[src/rtl/bks_pkg.sv]
// ----------------------------------------------------------------------------
// bks_pkg
// Shared constants for the box Kalman smoother: register map, reset values
// and field widths.
// ----------------------------------------------------------------------------
package bks_pkg;

  localparam int CFG_AW     = 5;
  localparam int CFG_DW     = 32;
  localparam int CFG_IW     = 3;
  localparam int OUT_LANES  = 4;
  localparam int COORD_W    = 16;
  localparam int SIZE_W     = 15;
  localparam int Z_W        = 17;

  localparam logic [CFG_IW-1:0] REG_PROCESS_NOISE = 3'd0;
  localparam logic [CFG_IW-1:0] REG_MEASURE_NOISE = 3'd1;
  localparam logic [CFG_IW-1:0] REG_INIT_COV_X    = 3'd2;
  localparam logic [CFG_IW-1:0] REG_INIT_COV_Y    = 3'd3;
  localparam logic [CFG_IW-1:0] REG_INIT_COV_W    = 3'd4;
  localparam logic [CFG_IW-1:0] REG_INIT_COV_H    = 3'd5;

  localparam logic [CFG_DW-1:0] PROCESS_NOISE_RST = 32'd13107200;
  localparam logic [CFG_DW-1:0] MEASURE_NOISE_RST = 32'd32768000;
  localparam logic [CFG_DW-1:0] INIT_COV_RST      = 32'd65536;

  localparam logic [1:0] LANE_X = 2'd0;
  localparam logic [1:0] LANE_Y = 2'd1;
  localparam logic [1:0] LANE_W = 2'd2;
  localparam logic [1:0] LANE_H = 2'd3;

endpackage

[src/rtl/bks_cfg.sv]
// ----------------------------------------------------------------------------
// bks_cfg
// APB register file: noise covariances and per-lane initial covariances.
// ----------------------------------------------------------------------------
module bks_cfg import bks_pkg::*; (
  input  logic                         clk,
  input  logic                         rst_n,
  input  logic                         psel,
  input  logic                         penable,
  input  logic                         pwrite,
  input  logic [CFG_AW-1:0]            paddr,
  input  logic [CFG_DW-1:0]            pwdata,
  output logic [CFG_DW-1:0]            prdata,
  output logic                         pready,
  output logic [CFG_DW-1:0]            process_noise,
  output logic [CFG_DW-1:0]            measure_noise,
  output logic [OUT_LANES-1:0][CFG_DW-1:0] init_cov
);

  logic [CFG_DW-1:0]                 q_r, r_r;
  logic [OUT_LANES-1:0][CFG_DW-1:0]  cov_r;
  logic [CFG_IW-1:0]                 idx;
  logic                              wr;

  assign idx   = paddr[CFG_AW-1:2];
  assign wr    = psel && penable && pwrite;
  assign pready = 1'b1;

  always_ff @(posedge clk) begin
    if (!rst_n) begin
      q_r   <= PROCESS_NOISE_RST;
      r_r   <= MEASURE_NOISE_RST;
      cov_r <= {OUT_LANES{INIT_COV_RST}};
    end else if (wr) begin
      case (idx)
        REG_PROCESS_NOISE: q_r <= pwdata;
        REG_MEASURE_NOISE: r_r <= pwdata;
        REG_INIT_COV_X:    cov_r[LANE_X] <= pwdata;
        REG_INIT_COV_Y:    cov_r[LANE_Y] <= pwdata;
        REG_INIT_COV_W:    cov_r[LANE_W] <= pwdata;
        REG_INIT_COV_H:    cov_r[LANE_H] <= pwdata;
        default: ;
      endcase
    end
  end

  always_comb begin
    case (idx)
      REG_PROCESS_NOISE: prdata = q_r;
      REG_MEASURE_NOISE: prdata = r_r;
      REG_INIT_COV_X:    prdata = cov_r[LANE_X];
      REG_INIT_COV_Y:    prdata = cov_r[LANE_Y];
      REG_INIT_COV_W:    prdata = cov_r[LANE_W];
      REG_INIT_COV_H:    prdata = cov_r[LANE_H];
      default:           prdata = '0;
    endcase
  end

  assign process_noise = q_r;
  assign measure_noise = r_r;
  assign init_cov      = cov_r;

endmodule

[src/rtl/bks_div.sv]
// ----------------------------------------------------------------------------
// bks_div
// Restoring divider for the Kalman gain: floor(num * 2^F / den), one
// quotient bit per cycle, saturated to 2^F-1, zero for a zero denominator.
// ----------------------------------------------------------------------------
module bks_div import bks_pkg::*; #(
  parameter int FRAC_BITS = 16
) (
  input  logic                 clk,
  input  logic                 rst_n,
  input  logic                 start,
  input  logic [CFG_DW-1:0]    num,
  input  logic [CFG_DW:0]      den,
  output logic                 done,
  output logic [FRAC_BITS-1:0] quo
);

  localparam int F  = FRAC_BITS;
  localparam int RW = CFG_DW + 2;
  localparam int CW = $clog2(F + 2);

  logic [RW-1:0]     rem_r;
  logic [CFG_DW:0]   den_r;
  logic [F:0]        quo_r;
  logic [CW-1:0]     cnt_r;
  logic              busy_r, done_r, zero_r;
  logic              ge;
  logic [RW-1:0]     sub, rsel;

  assign ge   = rem_r >= {1'b0, den_r};
  assign sub  = rem_r - {1'b0, den_r};
  assign rsel = ge ? sub : rem_r;

  always_ff @(posedge clk) begin
    if (!rst_n) begin
      busy_r <= 1'b0;
      done_r <= 1'b0;
      cnt_r  <= '0;
    end else begin
      done_r <= 1'b0;
      if (start) begin
        busy_r <= 1'b1;
        cnt_r  <= CW'(F + 1);
      end else if (busy_r) begin
        cnt_r <= cnt_r - CW'(1);
        if (cnt_r == CW'(1)) begin
          busy_r <= 1'b0;
          done_r <= 1'b1;
        end
      end
    end
  end

  always_ff @(posedge clk) begin
    if (start) begin
      rem_r  <= RW'(num);
      den_r  <= den;
      zero_r <= (den == '0);
      quo_r  <= '0;
    end else if (busy_r) begin
      rem_r <= {rsel[RW-2:0], 1'b0};
      quo_r <= {quo_r[F-1:0], ge};
    end
  end

  assign done = done_r;
  assign quo  = zero_r   ? '0 :
                quo_r[F] ? {F{1'b1}} : quo_r[F-1:0];

endmodule

[src/rtl/bks_lane_mem.sv]
// ----------------------------------------------------------------------------
// bks_lane_mem
// Lane state store: estimate and covariance memories with registered reads
// and per-entry valid bits so unwritten lanes read as zero.
// ----------------------------------------------------------------------------
module bks_lane_mem import bks_pkg::*; #(
  parameter int LANES = 4,
  parameter int EST_W = 40
) (
  input  logic                                 clk,
  input  logic                                 rst_n,
  input  logic                                 rd_en,
  input  logic [(LANES > 1 ? $clog2(LANES) : 1)-1:0] rd_idx,
  input  logic                                 wr_en,
  input  logic [(LANES > 1 ? $clog2(LANES) : 1)-1:0] wr_idx,
  input  logic [EST_W-1:0]                     wr_est,
  input  logic [CFG_DW-1:0]                    wr_cov,
  output logic [EST_W-1:0]                     rd_est,
  output logic [CFG_DW-1:0]                    rd_cov
);

  logic [EST_W-1:0]  est_mem [LANES];
  logic [CFG_DW-1:0] cov_mem [LANES];
  logic [LANES-1:0]  valid_r;
  logic [EST_W-1:0]  est_q;
  logic [CFG_DW-1:0] cov_q;
  logic              vld_q;

  always_ff @(posedge clk) begin
    if (wr_en) begin
      est_mem[wr_idx] <= wr_est;
      cov_mem[wr_idx] <= wr_cov;
    end
    if (rd_en) begin
      est_q <= est_mem[rd_idx];
      cov_q <= cov_mem[rd_idx];
    end
  end

  always_ff @(posedge clk) begin
    if (!rst_n) begin
      valid_r <= '0;
      vld_q   <= 1'b0;
    end else begin
      if (wr_en) valid_r[wr_idx] <= 1'b1;
      if (rd_en) vld_q <= valid_r[rd_idx];
    end
  end

  assign rd_est = vld_q ? est_q : '0;
  assign rd_cov = vld_q ? cov_q : '0;

endmodule

[src/rtl/box_kalman_smoother_unit.sv]
// ----------------------------------------------------------------------------
// box_kalman_smoother_unit
// Bounding-box smoother: four scalar Kalman lanes (x, y, width, height).
// ----------------------------------------------------------------------------
// Input channel (in_*): one beat per box. in_operation 0 starts a track from
// the rectangle, 1 runs one predict/correct step with the measured rectangle.
// Output channel (out_*): exactly one beat per input beat, in order.
// Configuration: APB registers for q, r and the four initial covariances;
// write them only while no beat is in flight.
// The lanes are processed one after another through a shared datapath that
// reads lane state from memory, modifies it and writes it back. Per lane, a
// start beat steps through READ, PRED and WB; an update beat through READ,
// PRED, DIVS, DIV (one quotient bit per cycle), MHI, MLO, MP, CORR and WB.
// The finished result sits in an output register, so a new beat is taken
// while a result is still stalled; completion of the next one then holds
// until the output register frees.
// Reset clears all lane estimates and covariances to zero and restores the
// register defaults; no clearing pass is needed.
// ----------------------------------------------------------------------------
module box_kalman_smoother_unit import bks_pkg::*; #(
  parameter int LANES     = 4,
  parameter int FRAC_BITS = 16
) (
  input  logic                      clk,
  input  logic                      rst_n,
  input  logic                      in_valid,
  output logic                      in_stall,
  input  logic                      in_operation,
  input  logic signed [COORD_W-1:0] in_rect_x,
  input  logic signed [COORD_W-1:0] in_rect_y,
  input  logic [SIZE_W-1:0]         in_rect_w,
  input  logic [SIZE_W-1:0]         in_rect_h,
  output logic                      out_valid,
  input  logic                      out_stall,
  output logic signed [COORD_W-1:0] out_est_x,
  output logic signed [COORD_W-1:0] out_est_y,
  output logic [SIZE_W-1:0]         out_est_w,
  output logic [SIZE_W-1:0]         out_est_h,
  input  logic                      psel,
  input  logic                      penable,
  input  logic                      pwrite,
  input  logic [CFG_AW-1:0]         paddr,
  input  logic [CFG_DW-1:0]         pwdata,
  output logic [CFG_DW-1:0]         prdata,
  output logic                      pready
);

  localparam int F      = FRAC_BITS;
  localparam int EW     = 24 + F;
  localparam int DW     = 26 + F;
  localparam int MW     = 25 + F;
  localparam int IW     = MW - F;
  localparam int DLW    = 26 + F;
  localparam int XW     = 27 + F;
  localparam int PW     = CFG_DW + F + 1;
  localparam int LW     = LANES > 1 ? $clog2(LANES) : 1;
  localparam int ACTIVE = LANES < OUT_LANES ? LANES : OUT_LANES;
  localparam logic [F:0] ONE_Q = {1'b1, {F{1'b0}}};

  typedef enum logic [10:0] {
    S_IDLE = 11'b000_0000_0001,
    S_READ = 11'b000_0000_0010,
    S_PRED = 11'b000_0000_0100,
    S_DIVS = 11'b000_0000_1000,
    S_DIV  = 11'b000_0001_0000,
    S_MHI  = 11'b000_0010_0000,
    S_MLO  = 11'b000_0100_0000,
    S_MP   = 11'b000_1000_0000,
    S_CORR = 11'b001_0000_0000,
    S_WB   = 11'b010_0000_0000,
    S_DONE = 11'b100_0000_0000
  } state_t;

  state_t state_r, state_nxt;

  logic [CFG_DW-1:0]                 q_cfg, r_cfg;
  logic [OUT_LANES-1:0][CFG_DW-1:0]  cov_cfg;

  logic                      op_r;
  logic signed [COORD_W-1:0] rx_r, ry_r;
  logic [SIZE_W-1:0]         rw_r, rh_r;
  logic [LW-1:0]             lane_r, lane_nxt;
  logic [1:0]                lane2;
  logic                      last_lane;

  logic [EW-1:0]       lm_rd_est;
  logic [CFG_DW-1:0]   lm_rd_cov;
  logic                lm_rd_en, lm_wr_en;

  logic                div_start, div_done;
  logic [F-1:0]        div_quo;

  logic [CFG_DW-1:0]   p_r;
  logic [EW-1:0]       x_r, xn_r;
  logic [MW-1:0]       mag_r;
  logic                neg_r;
  logic [F-1:0]        gain_r;
  logic [PW-1:0]       prod_r;
  logic [IW+F-1:0]     hi_r;
  logic [DLW-1:0]      delta_r;
  logic [CFG_DW-1:0]   pn_r;
  logic [COORD_W-1:0]  res_r [OUT_LANES];

  logic                out_valid_r, out_load;
  logic [COORD_W-1:0]  ox_r, oy_r;
  logic [SIZE_W-1:0]   ow_r, oh_r;

  logic [Z_W-1:0]      z_sel;
  logic [EW-1:0]       z_fix;
  logic [CFG_DW-1:0]   init_sel;
  logic [CFG_DW:0]     p_sum;
  logic [CFG_DW-1:0]   p_sat;
  logic [DW-1:0]       diff, diff_abs;
  logic [CFG_DW-1:0]   mul_a;
  logic [F:0]          mul_b;
  logic [XW-1:0]       xs, xsum;
  logic                ovf_pos, ovf_neg;
  logic [EW-1:0]       xclamp;
  logic [EW:0]         ext, ax;
  logic [EW-F:0]       ival;
  logic                xneg;
  logic [COORD_W-1:0]  res_val;

  bks_cfg u_cfg (
    .clk           (clk),
    .rst_n         (rst_n),
    .psel          (psel),
    .penable       (penable),
    .pwrite        (pwrite),
    .paddr         (paddr),
    .pwdata        (pwdata),
    .prdata        (prdata),
    .pready        (pready),
    .process_noise (q_cfg),
    .measure_noise (r_cfg),
    .init_cov      (cov_cfg)
  );

  bks_lane_mem #(.LANES(LANES), .EST_W(EW)) u_mem (
    .clk    (clk),
    .rst_n  (rst_n),
    .rd_en  (lm_rd_en),
    .rd_idx (lane_r),
    .wr_en  (lm_wr_en),
    .wr_idx (lane_r),
    .wr_est (xn_r),
    .wr_cov (pn_r),
    .rd_est (lm_rd_est),
    .rd_cov (lm_rd_cov)
  );

  bks_div #(.FRAC_BITS(F)) u_div (
    .clk   (clk),
    .rst_n (rst_n),
    .start (div_start),
    .num   (p_r),
    .den   ({1'b0, p_r} + {1'b0, r_cfg}),
    .done  (div_done),
    .quo   (div_quo)
  );

  assign lane2     = 2'(lane_r);
  assign last_lane = (lane_r == LW'(ACTIVE - 1));
  assign lm_rd_en  = (state_r == S_READ);
  assign lm_wr_en  = (state_r == S_WB);
  assign div_start = (state_r == S_DIVS);
  assign in_stall  = (state_r != S_IDLE);
  assign out_load  = (state_r == S_DONE) && !(out_valid_r && out_stall);

  always_comb begin
    case (lane2)
      LANE_X:  begin z_sel = {rx_r[COORD_W-1], rx_r}; init_sel = cov_cfg[LANE_X]; end
      LANE_Y:  begin z_sel = {ry_r[COORD_W-1], ry_r}; init_sel = cov_cfg[LANE_Y]; end
      LANE_W:  begin z_sel = {2'b00, rw_r};           init_sel = cov_cfg[LANE_W]; end
      LANE_H:  begin z_sel = {2'b00, rh_r};           init_sel = cov_cfg[LANE_H]; end
      default: begin z_sel = '0;                      init_sel = '0; end
    endcase
  end

  assign z_fix    = {{(EW-Z_W-F){z_sel[Z_W-1]}}, z_sel, {F{1'b0}}};
  assign p_sum    = {1'b0, lm_rd_cov} + {1'b0, q_cfg};
  assign p_sat    = p_sum[CFG_DW] ? {CFG_DW{1'b1}} : p_sum[CFG_DW-1:0];
  assign diff     = {{(DW-EW){z_fix[EW-1]}}, z_fix} - {{(DW-EW){lm_rd_est[EW-1]}}, lm_rd_est};
  assign diff_abs = diff[DW-1] ? (DW'(0) - diff) : diff;

  always_comb begin
    case (state_r)
      S_MHI:   begin mul_a = CFG_DW'(mag_r[MW-1:F]); mul_b = {1'b0, gain_r};  end
      S_MLO:   begin mul_a = CFG_DW'(mag_r[F-1:0]);  mul_b = {1'b0, gain_r};  end
      S_MP:    begin mul_a = p_r;                    mul_b = ONE_Q - {1'b0, gain_r}; end
      default: begin mul_a = '0;                     mul_b = '0;              end
    endcase
  end

  assign xs      = {{(XW-EW){x_r[EW-1]}}, x_r};
  assign xsum    = neg_r ? (xs - XW'(delta_r)) : (xs + XW'(delta_r));
  assign ovf_pos = !xsum[XW-1] && (|xsum[XW-2:EW-1]);
  assign ovf_neg = xsum[XW-1] && !(&xsum[XW-2:EW-1]);
  assign xclamp  = ovf_pos ? {1'b0, {(EW-1){1'b1}}} :
                   ovf_neg ? {1'b1, {(EW-1){1'b0}}} : xsum[EW-1:0];

  assign xneg = xn_r[EW-1];
  assign ext  = {xn_r[EW-1], xn_r};
  assign ax   = xneg ? ((EW+1)'(0) - ext) : ext;
  assign ival = ax[EW:F];

  always_comb begin
    if (lane2 == LANE_X || lane2 == LANE_Y) begin
      if (!xneg)
        res_val = (ival > (EW-F+1)'(32767)) ? 16'h7FFF : ival[COORD_W-1:0];
      else
        res_val = (ival > (EW-F+1)'(32768)) ? 16'h8000 : (16'(0) - ival[COORD_W-1:0]);
    end else begin
      if (xneg)
        res_val = '0;
      else
        res_val = (ival > (EW-F+1)'(32767)) ? 16'h7FFF : {1'b0, ival[SIZE_W-1:0]};
    end
  end

  always_comb begin
    state_nxt = state_r;
    lane_nxt  = lane_r;
    case (state_r)
      S_IDLE: if (in_valid) begin
        state_nxt = S_READ;
        lane_nxt  = '0;
      end
      S_READ: state_nxt = S_PRED;
      S_PRED: state_nxt = op_r ? S_DIVS : S_WB;
      S_DIVS: state_nxt = S_DIV;
      S_DIV:  if (div_done) state_nxt = S_MHI;
      S_MHI:  state_nxt = S_MLO;
      S_MLO:  state_nxt = S_MP;
      S_MP:   state_nxt = S_CORR;
      S_CORR: state_nxt = S_WB;
      S_WB: begin
        if (last_lane) begin
          state_nxt = S_DONE;
        end else begin
          state_nxt = S_READ;
          lane_nxt  = lane_r + LW'(1);
        end
      end
      S_DONE: if (out_load) state_nxt = S_IDLE;
      default: state_nxt = S_IDLE;
    endcase
  end

  always_ff @(posedge clk) begin
    if (!rst_n) begin
      state_r     <= S_IDLE;
      lane_r      <= '0;
      out_valid_r <= 1'b0;
    end else begin
      state_r     <= state_nxt;
      lane_r      <= lane_nxt;
      out_valid_r <= out_load || (out_valid_r && out_stall);
    end
  end

  always_ff @(posedge clk) begin
    prod_r <= PW'(mul_a) * PW'(mul_b);
    case (state_r)
      S_IDLE: if (in_valid) begin
        op_r <= in_operation;
        rx_r <= in_rect_x;
        ry_r <= in_rect_y;
        rw_r <= in_rect_w;
        rh_r <= in_rect_h;
        for (int i = 0; i < OUT_LANES; i++) res_r[i] <= '0;
      end
      S_PRED: begin
        if (op_r) begin
          p_r   <= p_sat;
          x_r   <= lm_rd_est;
          mag_r <= diff_abs[MW-1:0];
          neg_r <= diff[DW-1];
        end else begin
          xn_r <= z_fix;
          pn_r <= init_sel;
        end
      end
      S_DIV: if (div_done) gain_r <= div_quo;
      S_MLO: hi_r <= prod_r[IW+F-1:0];
      S_MP:  delta_r <= DLW'(hi_r) + DLW'(prod_r[2*F-1:F]);
      S_CORR: begin
        pn_r <= prod_r[F+CFG_DW-1:F];
        xn_r <= xclamp;
      end
      S_WB: res_r[lane2] <= res_val;
      S_DONE: if (out_load) begin
        ox_r <= res_r[LANE_X];
        oy_r <= res_r[LANE_Y];
        ow_r <= res_r[LANE_W][SIZE_W-1:0];
        oh_r <= res_r[LANE_H][SIZE_W-1:0];
      end
      default: ;
    endcase
  end

  assign out_valid = out_valid_r;
  assign out_est_x = ox_r;
  assign out_est_y = oy_r;
  assign out_est_w = ow_r;
  assign out_est_h = oh_r;

  a_state_onehot: assert property (@(posedge clk) disable iff (!rst_n)
    $onehot(state_r))
    else $error("sequencer state not one-hot");

  a_div_in_wait: assert property (@(posedge clk) disable iff (!rst_n)
    div_done |-> (state_r == S_DIV))
    else $error("divider finished outside the gain wait");

  a_done_loads: assert property (@(posedge clk) disable iff (!rst_n)
    out_load |=> (out_valid_r && state_r == S_IDLE))
    else $error("result load did not raise valid and release input");

  a_lane_step: assert property (@(posedge clk) disable iff (!rst_n)
    (state_r == S_WB && !last_lane) |=>
      (state_r == S_READ && lane_r == $past(lane_r) + LW'(1)))
    else $error("lane sequencing broken after write-back");

endmodule

[config.mk]
export PLATFORM = sky130hd
export DESIGN_NAME = box_kalman_smoother_unit
export DESIGN_NICKNAME = d
export VERILOG_FILES = /design/src/rtl/bks_pkg.sv /design/src/rtl/bks_cfg.sv /design/src/rtl/bks_div.sv /design/src/rtl/bks_lane_mem.sv /design/src/rtl/box_kalman_smoother_unit.sv
export SDC_FILE = /design/constraint.sdc
export NUM_CORES = 2
export LEC_CHECK = 0
export BUFFER_PORTS_ARGS = -buffer_cell sky130_fd_sc_hd__buf_2
export CORE_ASPECT_RATIO = 1.2
export CORE_MARGIN = 5
export CORE_UTILIZATION = 45
export CTS_CLUSTER_SIZE = 28
export DETAILED_ROUTE_END_ITERATION = 7
export GPL_TIMING_DRIVEN = 0
export MAX_ROUTING_LAYER = met4
export SLEW_MARGIN = 20
export SYNTH_ARGS = -nofsm -noshare
export SYNTH_HDL_FRONTEND = slang
export SYNTH_HIERARCHICAL = 1
export SYNTH_SLANG_ARGS = --single-unit
[constraint.sdc]
create_clock -name clk -period 12.8 [get_ports clk]
set_input_delay 2.56 -clock clk [delete_from_list [all_inputs] [get_ports clk]]
set_output_delay 2.56 -clock clk [all_outputs]
set_load 0.01 [all_outputs]
==> impl_metrics.ini <==
[status]
status = completed

[clock_network]
clockBufferDepth = 3
clkTransAtPathRegs_ns = 0.07
cts_buffers = 115
cts_setup_buffers = 0
insertion_delay_ns = 0.76
hold_buffers = 0
cts-htree-levels = 3
cts.sinks = 1182
cts_root_buf = clkbuf_16
tritoncts = done
postCtsResizedCells = 0

[pwr]
ir_drop_mv = 0.1660
p_leak_nw = 32.38
powerDensity_mw_per_mm2 = 107.7
totalPowerFinal_w = 0.008946

[critical_path]
slowest_delay_ns = 0.85
cp-start-kind = flop
cp.required_ns = 13.47
cp_top_family = compound AO/OA/AOI/OAI gates
critPathCaptureType = flop
reg2reg_depth = 32
cp_num_cells = 32
crit_buf_inv = 6
cp.arrival_ns = 12.47
worst_path_max_delay_cell = o21ai_0
crit_type = reg2reg
worstPathMaxFanout = 10
cp_common_cell = fa_1

[job]
max_cap_viol_count = 0

[synth]
async_reset_ff_share_pct = 0
syn_nets = 7777
syn-cell-area_mm2 = 0.07431
ys_seq_area_share_pct = 43.93
synth_top_flop_cell = edfxtp_1
synth_common_cells = 897 x edfxtp_1, 877 x nand2_1, 707 x inv_1
synth_cell_types = 109
yosysTopAreaCell = edfxtp_1
synth_top_area_share_pct = 36.25
syn_inst = 6908
synth_area_leaders = edfxtp_1 36%, fa_1 12%, dfxtp_1 7.7%, ha_1 5.2%, nand2_1 4.4%
synth_edf_count = 897
ys.warnings.count = 6
yosysMostFrequentCell = edfxtp_1
avgSynthCellArea_um2 = 10.76
ys_ff_latch = 1182

[sta]
maxSlewViolCount = 0
worst_clock_skew_ns = 0.02818
hold_violations = 0
grt_setup_unrepaired = false
tns_ns = 0
worst_pin_slew_ns = 1.225
finalSetupViolCount = 0
worst_hold_slack_ns = 0.4046
fmax_ghz = 0.08475
post-route-min-period_ns = 11.80
min_period_over_period_pct = 92.18
timing.slew.headroom_pct = 18.35

[route]
drc = 0
wirelength_mm = 242.5
first_iter_violations = 5151
avgRoutedWirePerCell_um = 25.42
ant_nets = 0
avgViaCountPerCell = 5.779
detail_route.first_pass.iterations = 7
route.vias.total = 55120

[floorplan]
rows = 163
start_util_pct = 45.20
dieArea_mm2 = 0.1734
fp.dieH_um = 455.1
die_w_um = 380.9
io_pins = 204
core_area_mm2 = 0.1644

[global_route]
grt_first_pass_wirelength_mm = 356.5
grt_pass1_vias = 54660
track_usage_pct = 28.25
grt_overflow_total = 0
antenna_found_initial = 15
grt_max_degree = 51

[place]
dpl_cell_area_mm2 = 0.07885
gp_congestion = 0.9753
io_buffers = 199
hpwl_mm = 188.8

[finish]
final_util_pct = 50.52
drive_above_1_share_pct = 10.36
syn2layout_area_growth_pct = 11.75
nNetsFinal = 8153
final_area_mm2 = 0.08304

[hold_path]
hold_path.class = reg2reg
min_delay_path_depth = 0
[worst paths after layout]
kind	from	slack (ns)	end
worst max-delay path	state_r[5]	1.00	prod_r[46]
worst min-delay path	prod_r[1]	0.40	hi_r[1]
worst max register to register	state_r[5]	1.00	prod_r[46]
worst min register to register	prod_r[1]	0.40	hi_r[1]
[registers in the layout, indices dropped and copies added, names as in the netlist, 41 cells and up]
register	flops
delta_r	42
hi_r	41
prod_r	48
res_r	62
u_cfg/init_cov	128
u_mem/cov_mem	128
u_mem/est_mem	160
[metrics by stage]
step | std cells | worst slack, ns
after floorplan | 6908 | 3.191
after global placement | 9252 | -1.609
after detailed placement | 9311 | 1.291
after CTS | 9526 | 1.241
after global routing | 9536 | 0.6330
final | 9538 | 1.001
[cells in the final DEF, fill, tap and decap left out, drive strengths merged, types with 226 or more instances in the layout]
| cell | count |
|---|---|
| fa | 453 |
| xnor2 | 229 |
| inv | 720 |
| dfxtp | 285 |
| nor2 | 577 |
| a21oi | 291 |
| ha | 309 |
| mux2i | 226 |
| edfxtp | 897 |
| clkbuf | 385 |
| nand2 | 878 |
| buf | 346 |
| o21ai | 279 |
[layout make-up]
class                           instances  area, µm²
Timing Repair Buffer                  259       1715
Tap cell                             2145       2684
Clock inverter                         76      969.7
Multi-Input combinational cell       4683      37640
Fill cell                           14770      81340
Buffer                                333       1504
Clock buffer                          139       3183
Inverter                              710       2668
Antenna cell                           11      27.53
Sequential cell                      1182      32640
[per-layer routing]
| metal | wire (µm) | vias to the layer above | GRT usage, % |
|---|---|---|---|
| li1 | - | 24760 | - |
| met1 | 99240 | 27790 | 36.05 |
| met3 | 16890 | 410 | 4.035 |
| met2 | 117200 | 2172 | 46.68 |
| met5 | 0 | - | - |
| met4 | 9205 | 0 | 9.612 |
[power by group]
| group | internal (W) | switching, W |
|---|---|---|
| logic | 0.000260 | 0.000564 |
| registers | 0.00433 | 0.0000633 |
| clock network | 0.00215 | 0.00158 |
| total | 0.00674 | 0.00221 |
[cells by family after synthesis]
group	Yosys count	synth area share, %
AOI/OAI and AO/OA	1187	10.53
xor gates and xnor gates	328	3.866
adders and majority gates	762	17.41
buffers and inverters	1043	5.590
DFF	1182	43.93
muxes	374	6.379
other	1	0.005047
and+or+nand+nor	2031	12.29
No activity file was read; power rests on OpenSTA's default activity.
